==> config.mk <==
export PLATFORM = sky130hd
export DESIGN_NAME = escaped_serial_frame_deframer_unit
export DESIGN_NICKNAME = d
export VERILOG_FILES = /design/src/rtl/esfd_pkg.sv /design/src/rtl/esfd_core.sv /design/src/rtl/escaped_serial_frame_deframer_unit.sv
export SDC_FILE = /design/constraint.sdc
export NUM_CORES = 1
export LEC_CHECK = 0
export BUFFER_PORTS_ARGS = -buffer_cell sky130_fd_sc_hd__clkbuf_2
export CORE_MARGIN = 2
export CORE_UTILIZATION = 52
export DETAILED_ROUTE_END_ITERATION = 6
export GPL_TIMING_DRIVEN = 0
export HOLD_SLACK_MARGIN = 0.06
export PLACE_DENSITY = 0.75
export SYNTH_ARGS = -nofsm -noshare
export SYNTH_HDL_FRONTEND = slang
export SYNTH_SLANG_ARGS = --single-unit
==> constraint.sdc <==
create_clock -name clk -period 2.5 [get_ports clk]
set_input_delay 0.375 -clock clk [delete_from_list [all_inputs] [get_ports clk]]
set_output_delay 0.375 -clock clk [all_outputs]
set_load 0.03 [all_outputs]
==> src/rtl/esfd_pkg.sv <==
// shared types and constants for the escaped serial frame deframer
package esfd_pkg;

	localparam logic [7:0] SYNC_BYTE   = 8'hE0;
	localparam logic [7:0] ESCAPE_BYTE = 8'hD0;

	typedef enum logic [2:0] {
		EV_IGNORED  = 3'd0,
		EV_SYNC     = 3'd1,
		EV_ESCAPE   = 3'd2,
		EV_STORED   = 3'd3,
		EV_GOOD     = 3'd4,
		EV_MISMATCH = 3'd5
	} evt_code_t;

	typedef struct packed {
		logic      accepted;
		evt_code_t evt;
		logic [7:0] index;
		logic [7:0] value;
	} esfd_result_t;

endpackage

==> src/rtl/esfd_core.sv <==
// frame state and per-byte decode for the deframer
module esfd_core (
	input  logic                  clk,
	input  logic                  arst_n,
	input  logic                  step,
	input  logic [7:0]            rx_byte,
	output esfd_pkg::esfd_result_t result
);
	import esfd_pkg::*;

	logic       in_frame_q;
	logic       esc_q;
	logic [7:0] count_q;
	logic [7:0] sum_q;
	logic [7:0] len_q;

	logic       in_frame_d;
	logic       esc_d;
	logic [7:0] count_d;
	logic [7:0] sum_d;
	logic [7:0] len_d;

	logic [8:0] val9;
	logic       at_trailer;

	// escaped byte is taken plus one, escaped 0xff becomes 0x100
	assign val9       = esc_q ? ({1'b0, rx_byte} + 9'd1) : {1'b0, rx_byte};
	assign at_trailer = (count_q != 8'd0) && (count_q == len_q);

	always_comb begin
		in_frame_d = in_frame_q;
		esc_d      = esc_q;
		count_d    = count_q;
		sum_d      = sum_q;
		len_d      = len_q;
		result     = '{accepted: 1'b0, evt: EV_IGNORED, index: 8'd0, value: 8'd0};
		if (rx_byte == SYNC_BYTE) begin
			in_frame_d      = 1'b1;
			esc_d           = 1'b0;
			count_d         = 8'd0;
			sum_d           = 8'd0;
			result.accepted = 1'b1;
			result.evt      = EV_SYNC;
		end else if (!in_frame_q) begin
			// idle: byte ignored, nothing changes
		end else if (rx_byte == ESCAPE_BYTE) begin
			esc_d           = 1'b1;
			result.accepted = 1'b1;
			result.evt      = EV_ESCAPE;
		end else begin
			esc_d           = 1'b0;
			result.accepted = 1'b1;
			if (at_trailer) begin
				if (val9 == {1'b0, sum_q}) begin
					in_frame_d = 1'b0;
					result.evt = EV_GOOD;
				end else begin
					result.evt = EV_MISMATCH;
				end
			end else begin
				if (count_q == 8'd0)
					len_d = val9[7:0];
				count_d      = count_q + 8'd1;
				sum_d        = sum_q + val9[7:0];
				result.evt   = EV_STORED;
				result.index = count_q;
				result.value = val9[7:0];
			end
		end
	end

	always_ff @(posedge clk or negedge arst_n) begin
		if (!arst_n) begin
			in_frame_q <= 1'b0;
			esc_q      <= 1'b0;
			count_q    <= 8'd0;
			sum_q      <= 8'd0;
			len_q      <= 8'd0;
		end else if (step) begin
			in_frame_q <= in_frame_d;
			esc_q      <= esc_d;
			count_q    <= count_d;
			sum_q      <= sum_d;
			len_q      <= len_d;
		end
	end

	a_sync_clears: assert property (@(posedge clk) disable iff (!arst_n)
		step && rx_byte == SYNC_BYTE |=> in_frame_q && !esc_q && count_q == 8'd0 && sum_q == 8'd0)
		else $error("sync did not restart the frame");

	a_store_counts: assert property (@(posedge clk) disable iff (!arst_n)
		step && result.evt == EV_STORED |=> count_q == $past(count_q) + 8'd1)
		else $error("stored byte did not advance the count");

	a_good_idles: assert property (@(posedge clk) disable iff (!arst_n)
		step && result.evt == EV_GOOD |=> !in_frame_q && !esc_q)
		else $error("good frame did not leave the frame");

	a_idle_holds: assert property (@(posedge clk) disable iff (!arst_n)
		step && !result.accepted |=> $stable(count_q) && $stable(sum_q) && $stable(len_q))
		else $error("ignored byte changed frame state");

endmodule

==> src/rtl/escaped_serial_frame_deframer_unit.sv <==
// top level of the escaped serial frame deframer
// path: a transferred byte is registered in s1, decoded as it moves to s2, and shown
//   from s2 with out_valid high; while s2 is blocked the byte waits in s1
// throughput: one byte per cycle unless out_stall holds s2; the decode is combinational
// reset: arst_n clears the frame state and both stage valids; no frame is active after it
module escaped_serial_frame_deframer_unit (
	input  logic       clk,
	input  logic       arst_n,
	input  logic       in_valid,
	output logic       in_stall,
	input  logic [7:0] rx_byte,
	output logic       out_valid,
	input  logic       out_stall,
	output logic       accepted,
	output logic [2:0] event_res,
	output logic [7:0] byte_index,
	output logic [7:0] byte_value
);
	import esfd_pkg::*;

	// input register stage
	logic       valid_s1;
	logic [7:0] rx_byte_s1;

	// result register stage
	logic         valid_s2;
	esfd_result_t result_s2;

	esfd_result_t result;
	logic         s2_free;
	logic         advance;
	logic         in_xfer;

	// s2 can load when empty or when its result is transferred out this cycle
	assign s2_free  = !valid_s2 || !out_stall;
	assign advance  = valid_s1 && s2_free;
	// s1 holds its byte only while s2 is blocked
	assign in_stall = valid_s1 && !s2_free;
	assign in_xfer  = in_valid && !in_stall;

	// decode and frame state, committed when the byte moves from s1 to s2
	esfd_core u_core (
		.clk    (clk),
		.arst_n (arst_n),
		.step   (advance),
		.rx_byte(rx_byte_s1),
		.result (result)
	);

	always_ff @(posedge clk or negedge arst_n) begin
		if (!arst_n) begin
			valid_s1 <= 1'b0;
		end else if (in_xfer) begin
			valid_s1 <= 1'b1;
		end else if (advance) begin
			valid_s1 <= 1'b0;
		end
	end

	always_ff @(posedge clk) begin
		if (in_xfer)
			rx_byte_s1 <= rx_byte;
	end

	always_ff @(posedge clk or negedge arst_n) begin
		if (!arst_n) begin
			valid_s2 <= 1'b0;
		end else if (advance) begin
			valid_s2 <= 1'b1;
		end else if (!out_stall) begin
			valid_s2 <= 1'b0;
		end
	end

	// result payload, held while the output transfer is stalled
	always_ff @(posedge clk) begin
		if (advance)
			result_s2 <= result;
	end

	assign out_valid  = valid_s2;
	assign accepted   = result_s2.accepted;
	assign event_res  = result_s2.evt;
	assign byte_index = result_s2.index;
	assign byte_value = result_s2.value;

endmodule

==> results of run 1 <==
## kinds of logic after synthesis
logic type               after synthesis
AND/OR/NAND/NOR                      110
flip-flops                            56
AO/OA/AOI/OAI                         44
buffers and inverters                 32
XOR/XNOR                              23
adder cells (fa/ha/maj)               12
multiplexers                           1
## registers in the layout, indices dropped and copies added (netlist names)
signal / flops
valid_s1: 1
rx_byte_s1: 8
byte_index: 8
u_core.sum_q: 8
u_core.esc_q: 1
accepted: 1
out_valid: 1
u_core.in_frame_q: 1
u_core.len_q: 8
byte_value: 8
event_res: 3
u_core.count_q: 8
## synth_stat cells, types with 2 or more instances
cell and count:
a21oi_1 14, a22o_1 5, a31oi_1 2, and2_1 6, buf_2 2, clkbuf_1 8
dfrtp_1 28, edfxtp_1 28, ha_1 11, inv_1 22, nand2_1 19, nand2b_1 2
nand3_1 11, nand4_1 5, nor2_1 39, nor3_1 6, nor3_2 2, nor4_1 6
o211ai_1 4, o21ai_0 7, o31ai_1 4, o41ai_1 3, or2_2 2, or4_1 2
xnor2_1 20, xor2_1 3
## final timing paths
| path | end | cells past startpoint |
|---|---|---|
| worst max-delay path | u_core.sum_q[7]$_DFFE_PN0P_ | 11 |
| worst min-delay path | u_core.count_q[1]$_DFFE_PN0P_ | 1 |
| worst max register to register | u_core.sum_q[7]$_DFFE_PN0P_ | 11 |
| worst min register to register | out_valid$_DFFE_PN0P_ | 1 |
| max in group asynchronous | u_core.esc_q$_DFFE_PN0P_ | 1 |
| min in group clk | rx_byte_s1[1]$_DFFE_PP_ | 1 |
## final cells by class
cell class,count,share of cell area (%)
sequential,56,40.1
multi-input combinational,190,39.8
timing repair buffer,69,12.0
tap,72,2.34
clock buffer,6,2.15
inverter,22,2.15
buffer,5,1.24
clock inverter,2,0.260
## metal layers
metal | wire (um) | vias to the layer above | track usage, %
met5 | 0 | - | 0
li1 | - | 1122 | -
met2 | 3830 | 108 | 40.3
met1 | 2860 | 1207 | 29.5
met4 | 240 | 0 | 11.8
met3 | 409 | 30 | 4.94
## worst max-delay path, delay by kind of cell (launching register included)
family,cells,cell delay (ns)
and+or+nand+nor,4,0.80
AOI/OAI and AO/OA,2,0.55
adders and majority gates,2,0.47
DFF,1,0.46
xor gates and xnor gates,2,0.38
buffers and inverters,1,0.07
## repair_timing
| item | in CTS | in global routing |
|---|---|---|
| setup endpoints to repair | 37 | 41 |
| buffers inserted | 24 | 13 |
| pin swaps | 19 | 17 |
| cloned | 1 | 0 |
| hold buffers | 0 | 0 |
| gates resized for setup | 41 | 21 |
## where the power goes
group / internal, mW / switching [mW] / leakage [nW]
combinational: 0.683 / 0.727 / 0.919
sequential: 1.16 / 0.189 / 0.605
clock: 0.222 / 0.299 / 0.0510
==> results by group, run 1 <==
Outcome
  • Status: finished with violations
  • Failing checks: setup timing

Synth
  • Number of synthesized flops with an enable pin: 28
  • Synth Flop Type: edfxtp_1
  • Yosys cell types: 43
  • Synth Area in Adders: 5.44%
  • Synth area leader: edfxtp_1
  • Total nets after synthesis: 302
  • Main combinational cell family by area after synthesis: simple AND/OR/NAND/NOR gates
  • Cell area after synthesis: 0.00290 mm2
  • Sequential fraction of the synthesis area: 53.2%
  • Ys async rst share: 50.0%
  • Post-synthesis sequential element count: 56
  • Number of synthesis warnings: 0
  • Share of cell area taken by muxes after synthesis: 0.345%
  • Share of the synthesized area in the top cell type: 29.0%
  • Post-synthesis compound-gate area fraction: 10.1%
  • Gate count of the mapped netlist: 278
  • Synthesized-area fraction occupied by xor and xnor cells: 6.95%
  • Area fraction in and, or, nand and nor cells after synthesis: 19.7%
  • Per-instance average area after synthesis: 10.4 um2
  • Largest cells by area after synthesis: edfxtp_1 29%, dfrtp_1 24%, xnor2_1 6.0%

Worst hold path
  • Path category of the worst min-delay check: in -> async

Layout
  • Antenna fix cells: 0
  • Utilization after layout: 70.7%
  • Leading cell type in the layout, fill and taps excluded: nor2_1
  • Count of nets after finishing: 373
  • Final standard cell count with taps included and fillers excluded: 422
  • FF/Latch Area: 0.00154 mm2
  • Fraction of final layout cells sized beyond drive strength 1: 38.6%
  • Fill cell count: 368
  • Post-route cell area: 0.00385 mm2
  • Footprint of the multi-input gates: 0.00153 mm2
  • Commonest cells after routing, fill and taps aside: 38 x nor2_1, 34 x clkbuf_2, 32 x buf_4
  • Synthesis-to-layout area growth: 32.7%

Timing
  • Final Hold Fails: 0
  • Setup slack after layout: -0.277 ns
  • Worst-Margin Slew: 0.962 ns
  • Unrepaired setup endpoints after global routing: yes
  • Final count of pins violating max slew: 0
  • Total Neg Setup Slack: -0.343 ns
  • Final hold slack: 0.101 ns
  • Final setup viols: 2
  • Tmin final: 2.78 ns
  • Max-Slew Margin vs Limit: 35.8%
  • F_max: 0.360 GHz
  • Period Utilization, post-route: 111%
  • Skew final: 0.00887 ns

Routing
  • Mean routed wirelength per cell: 17.4 um
  • Router iterations before antenna repair: 5
  • Post-route ant nets: 0
  • Number of vias after detailed routing: 2467
  • DR vias/cell: 5.85
  • Count of routing violations after the opening detailed-route iteration: 246
  • Total wirelength of the detailed-routed design: 7340 um
  • Remaining routing DRC violations: 0

Setup path
  • Slowest CP cell: or4_1
  • Critical path, cell by cell: ha_2 > nand4_1 > xor2_2 > inv_2 > ha_4 > nand3_2 > o211ai_1 > o41ai_2 > xnor2_1 > or4_1 > nand3_1
  • First element of the critical path: rx_byte_s1[0]$_DFFE_PP_
  • Worst Setup Path Type: reg -> reg
  • Kind of end point of the critical path: flip-flop
  • Setup slack of the worst register-to-register path: -0.28 ns
  • Largest stage delay on the critical path: 0.47 ns
  • Startpoint of the most critical register-to-register path: rx_byte_s1[0]$_DFFE_PP_
  • Maximum net fanout on the critical path: 5
  • Data required time of the worst path: 2.75 ns
  • Arrival time at the worst endpoint: 3.03 ns
  • Crit start category: flip-flop

Power and ir drop
  • Maximum VDD drop: 0.000460 V
  • Tot Pwr: 3.28 mW
  • Static leakage power: 1.57 nW
  • Total power density per cell area: 852 mW/mm2

Place
  • Placement Setup Slack: -0.601 ns
  • Weighted congestion at the end of routability-driven global placement: 0.829
  • Placed Instances: 383
  • Half-perimeter wire length after detailed placement: 4370 um
  • Number of port buffers: 33
  • Dpl cell area: 0.00319 mm2

GRT
  • Global-route wire length before repair: 11300 um
  • Maximum number of pins on one net before global-route repair: 29
  • Global routing usage summed across all routing layers: 24.0%
  • Number of antenna violations at the first check in global routing: 0
  • Number of global-route vias before repair: 2372
  • Total grt overflow: 0

Die
  • Count of standard-cell rows: 27
  • Placeable core region: 0.00544 mm2
  • Overall die height: 78.7 um
  • Initial core utilization: 53.3%
  • Num ports: 34
  • Width of the die: 78.7 um
  • Die Outline Area: 0.00619 mm2

Clocking
  • Clk_lat worst skew: 0.32 ns
  • Root Driver: clkbuf_8
  • Maximum buffer depth of the clock tree: 2
  • Num Clock Sinks: 56
  • Clk slew on worst S/H paths: 0.10 ns
  • Number of buffers added by the clock tree synthesis step: 5
  • Max H-tree Level: 2
  • CTS tree: yes

Flow run
  • Reported max-cap violation count: 0
Power figures use the tool's default switching activity.
==> run 2, diff against run 1 <==
- CELL_PAD_IN_SITES_DETAIL_PLACEMENT: not set -> 1
- CELL_PAD_IN_SITES_GLOBAL_PLACEMENT: not set -> 2
- CORE_MARGIN: 2 -> not set
- CORE_UTILIZATION: 52 -> 34
- PLACE_DENSITY: 0.75 -> not set
- PLACE_DENSITY_LB_ADDON: not set -> 0.1
==> results by group, run 2 (synthesis gave the netlist of run 1 again) <==
Outcome
  • Status: finished with violations (unchanged)
  • Failing checks: setup timing (unchanged)

Die
  • Placeable core region: 0.00822 mm2 (was 0.00544 mm2)
  • Overall die height: 94.3 um (was 78.7 um)
  • Width of the die: 94.3 um (was 78.7 um)
  • Die Outline Area: 0.00890 mm2 (was 0.00619 mm2)
  • Num ports: 34 (unchanged)
  • Initial core utilization: 35.3% (was 53.3%)
  • Count of standard-cell rows: 33 (was 27)

Setup path
  • Slowest CP cell: or4_1 (unchanged)
  • Maximum net fanout on the critical path: 5 (unchanged)
  • Kind of end point of the critical path: flip-flop (unchanged)
  • Top cell by count, worst path: inv_1
  • Worst Setup Path Type: reg -> reg (unchanged)
  • Crit start category: flip-flop (unchanged)
  • Largest stage delay on the critical path: 0.48 ns (was 0.47 ns)
  • Data required time of the worst path: 2.76 ns (was 2.75 ns)
  • Critical path, cell by cell: inv_1 > ha_2 > mux2i_4 > inv_1 > ha_4 > a21oi_4 > o211ai_1 > o41ai_2 > xnor2_1 > or4_1 > nand3_1 (was ha_2 > nand4_1 > xor2_2 > inv_2 > ha_4 > nand3_2 > o211ai_1 > o41ai_2 > xnor2_1 > or4_1 > nand3_1)
  • Setup slack of the worst register-to-register path: -0.15 ns (was -0.28 ns)
  • Arrival time at the worst endpoint: 2.91 ns (was 3.03 ns)

Layout
  • Post-route cell area: 0.00381 mm2 (was 0.00385 mm2)
  • Leading cell type in the layout, fill and taps excluded: nor2_1 (unchanged)
  • Footprint of the multi-input gates: 0.00148 mm2 (was 0.00153 mm2)
  • Antenna fix cells: 0 (unchanged)
  • Final standard cell count with taps included and fillers excluded: 451 (was 422)
  • Fraction of final layout cells sized beyond drive strength 1: 34.7% (was 38.6%)
  • Synthesis-to-layout area growth: 31.3% (was 32.7%)
  • Commonest cells after routing, fill and taps aside: 36 x nor2_1, 34 x clkbuf_2, 31 x buf_4 (was 38 x nor2_1, 34 x clkbuf_2, 32 x buf_4)
  • Count of nets after finishing: 369 (was 373)
  • FF/Latch Area: 0.00154 mm2 (about the same)
  • Fill cell count: 935 (was 368)

Power and ir drop
  • Psw: 1.14 mW (was 1.21 mW)
  • Relative contribution of the clock network to total power: 20.4% (was 15.9%)
  • Maximum VDD drop: 0.000359 V (was 0.000460 V)
  • Net Sw Frac: 35.1% (was 37.1%)
  • Combinational group share of total power: 38.5% (was 43.1%)
  • Share of power burned in registers: 41.1% (was 41.0%)
  • Internal power contribution: 2.10 mW (was 2.06 mW)
  • Static leakage power: 1.54 nW (was 1.57 nW)
  • Tot Pwr: 3.24 mW (was 3.28 mW)
  • Total power density per cell area: 852 mW/mm2 (about the same)

GRT
  • Global routing usage summed across all routing layers: 18.4% (was 24.0%)
  • Total grt overflow: 0 (unchanged)
  • Global-route wire length before repair: 12300 um (was 11300 um)
  • Number of global-route vias before repair: 2339 (was 2372)
  • Number of antenna violations at the first check in global routing: 0 (unchanged)
  • Maximum number of pins on one net before global-route repair: 29 (unchanged)

Routing
  • Remaining routing DRC violations: 0 (unchanged)
  • Router iterations before antenna repair: 4 (was 5)
  • Count of routing violations after the opening detailed-route iteration: 96 (was 246)
  • Total wirelength of the detailed-routed design: 7440 um (was 7340 um)
  • Mean routed wirelength per cell: 16.5 um (was 17.4 um)
  • Post-route ant nets: 0 (unchanged)
  • DR vias/cell: 5.08 (was 5.85)
  • Number of vias after detailed routing: 2290 (was 2467)

Place
  • Weighted congestion at the end of routability-driven global placement: 0.767 (was 0.829)
  • Number of port buffers: 33 (unchanged)
  • Dpl cell area: 0.00324 mm2 (was 0.00319 mm2)
  • Half-perimeter wire length after detailed placement: 5050 um (was 4370 um)
  • Placed Instances: 416 (was 383)
  • Placement Setup Slack: -0.719 ns (was -0.601 ns)

Timing
  • Final setup viols: 2 (unchanged)
  • Total Neg Setup Slack: -0.275 ns (was -0.343 ns)
  • Final Hold Fails: 0 (unchanged)
  • Max-Slew Margin vs Limit: 34.5% (was 35.8%)
  • Unrepaired setup endpoints after global routing: yes (unchanged)
  • Tmin final: 2.65 ns (was 2.78 ns)
  • Setup slack after layout: -0.150 ns (was -0.277 ns)
  • Final count of pins violating max slew: 0 (unchanged)
  • F_max: 0.377 GHz (was 0.360 GHz)
  • Skew final: 0.00961 ns (was 0.00887 ns)
  • Worst-Margin Slew: 0.981 ns (was 0.962 ns)
  • Period Utilization, post-route: 106% (was 111%)

Clocking
  • Clk slew on worst S/H paths: 0.10 ns (about the same)
  • Maximum buffer depth of the clock tree: 2 (unchanged)
  • CTS tree: yes (unchanged)
  • Cts hold-fix bufs: 0 (unchanged)
  • Clk_lat worst skew: 0.32 ns (about the same)
  • Root Driver: clkbuf_8 (unchanged)
  • Number of buffers added by the clock tree synthesis step: 5 (unchanged)
  • Max H-tree Level: 2 (unchanged)
  • Num Clock Sinks: 56 (unchanged)

Flow run
  • Reported max-cap violation count: 0 (unchanged)

Worst hold path
  • Path category of the worst min-delay check: in -> async (unchanged)
==> run 2: cell count changes in the layout (fill, tap and decap cells not counted), sizes merged <==
cell and change:
bufinv +1, clkinv -2, clkbuf +1, buf -4
==> run 2: worst max-delay path: cells and delay by family (launching register included) <==
kind	cells	cell delay, ns
buffers and inverters	2	0.19
flip-flops	1	0.47
XOR/XNOR	1	0.13
adder cells (fa/ha/maj)	2	0.51
AND/OR/NAND/NOR	2	0.56
AO/OA/AOI/OAI	3	0.59
multiplexers	1	0.16
==> run 2: power by group through the flow <==
stage                     combinational, mW  sequential [mW]  clock (mW)
after global placement                 1.01             1.32           0
final                                  1.25             1.33       0.662
after CTS                              1.22             1.31       0.693
after floorplan                       0.713             1.37           0
after global routing                   1.40             1.36       0.716
after detailed placement               1.03             1.33           0
==> run 2: timing repair <==
item,in CTS,in global routing
buffers inserted,19,12
gates cloned,1,0
setup endpoints to repair,42,40
gates resized for setup,35,15
pin swaps,13,10
==> run 2: final cells by class <==
class / instances / share of cell area, %
clock buffers: 7 / 2.53
flip-flops and latches: 56 / 40.6
inverters: 22 / 2.17
well taps: 105 / 3.45
clock inverters: 1 / 0.789
repair buffers: 65 / 10.7
multi-input cells: 190 / 38.8
plain buffers: 5 / 1.05
==> run 2: path summary, 6_finish.rpt <==
| check | start | cells past startpoint | end |
|---|---|---|---|
| max | rx_byte_s1[0]$_DFFE_PP_ | 11 | u_core.sum_q[7]$_DFFE_PN0P_ |
| min | arst_n | 1 | u_core.count_q[5]$_DFFE_PN0P_ |
| max reg2reg | rx_byte_s1[0]$_DFFE_PP_ | 11 | u_core.sum_q[7]$_DFFE_PN0P_ |
| min reg2reg | valid_s1$_DFFE_PN0P_ | 1 | out_valid$_DFFE_PN0P_ |
| max in group asynchronous | arst_n | 1 | u_core.count_q[0]$_DFFE_PN0P_ |
| min in group clk | rx_byte[0] | 1 | rx_byte_s1[0]$_DFFE_PP_ |
==> run 2: metal layers <==
metal | wire [um] | vias to the layer above | global-route usage [%]
met2 | 3700 | 30 | 31.0
met4 | 81 | 0 | 4.62
li1 | - | 1112 | -
met3 | 142 | 5 | 2.90
met5 | 0 | - | 0
met1 | 3520 | 1143 | 24.7
==> run 2: metrics by stage <==
stage	hold WS [ns]	util, %
final	0.129	46.3
after global routing	0.183	46.3
after global placement	0.471	39.4
after floorplan	0.0794	-
after detailed placement	0.482	39.4
after CTS	0.169	44.6
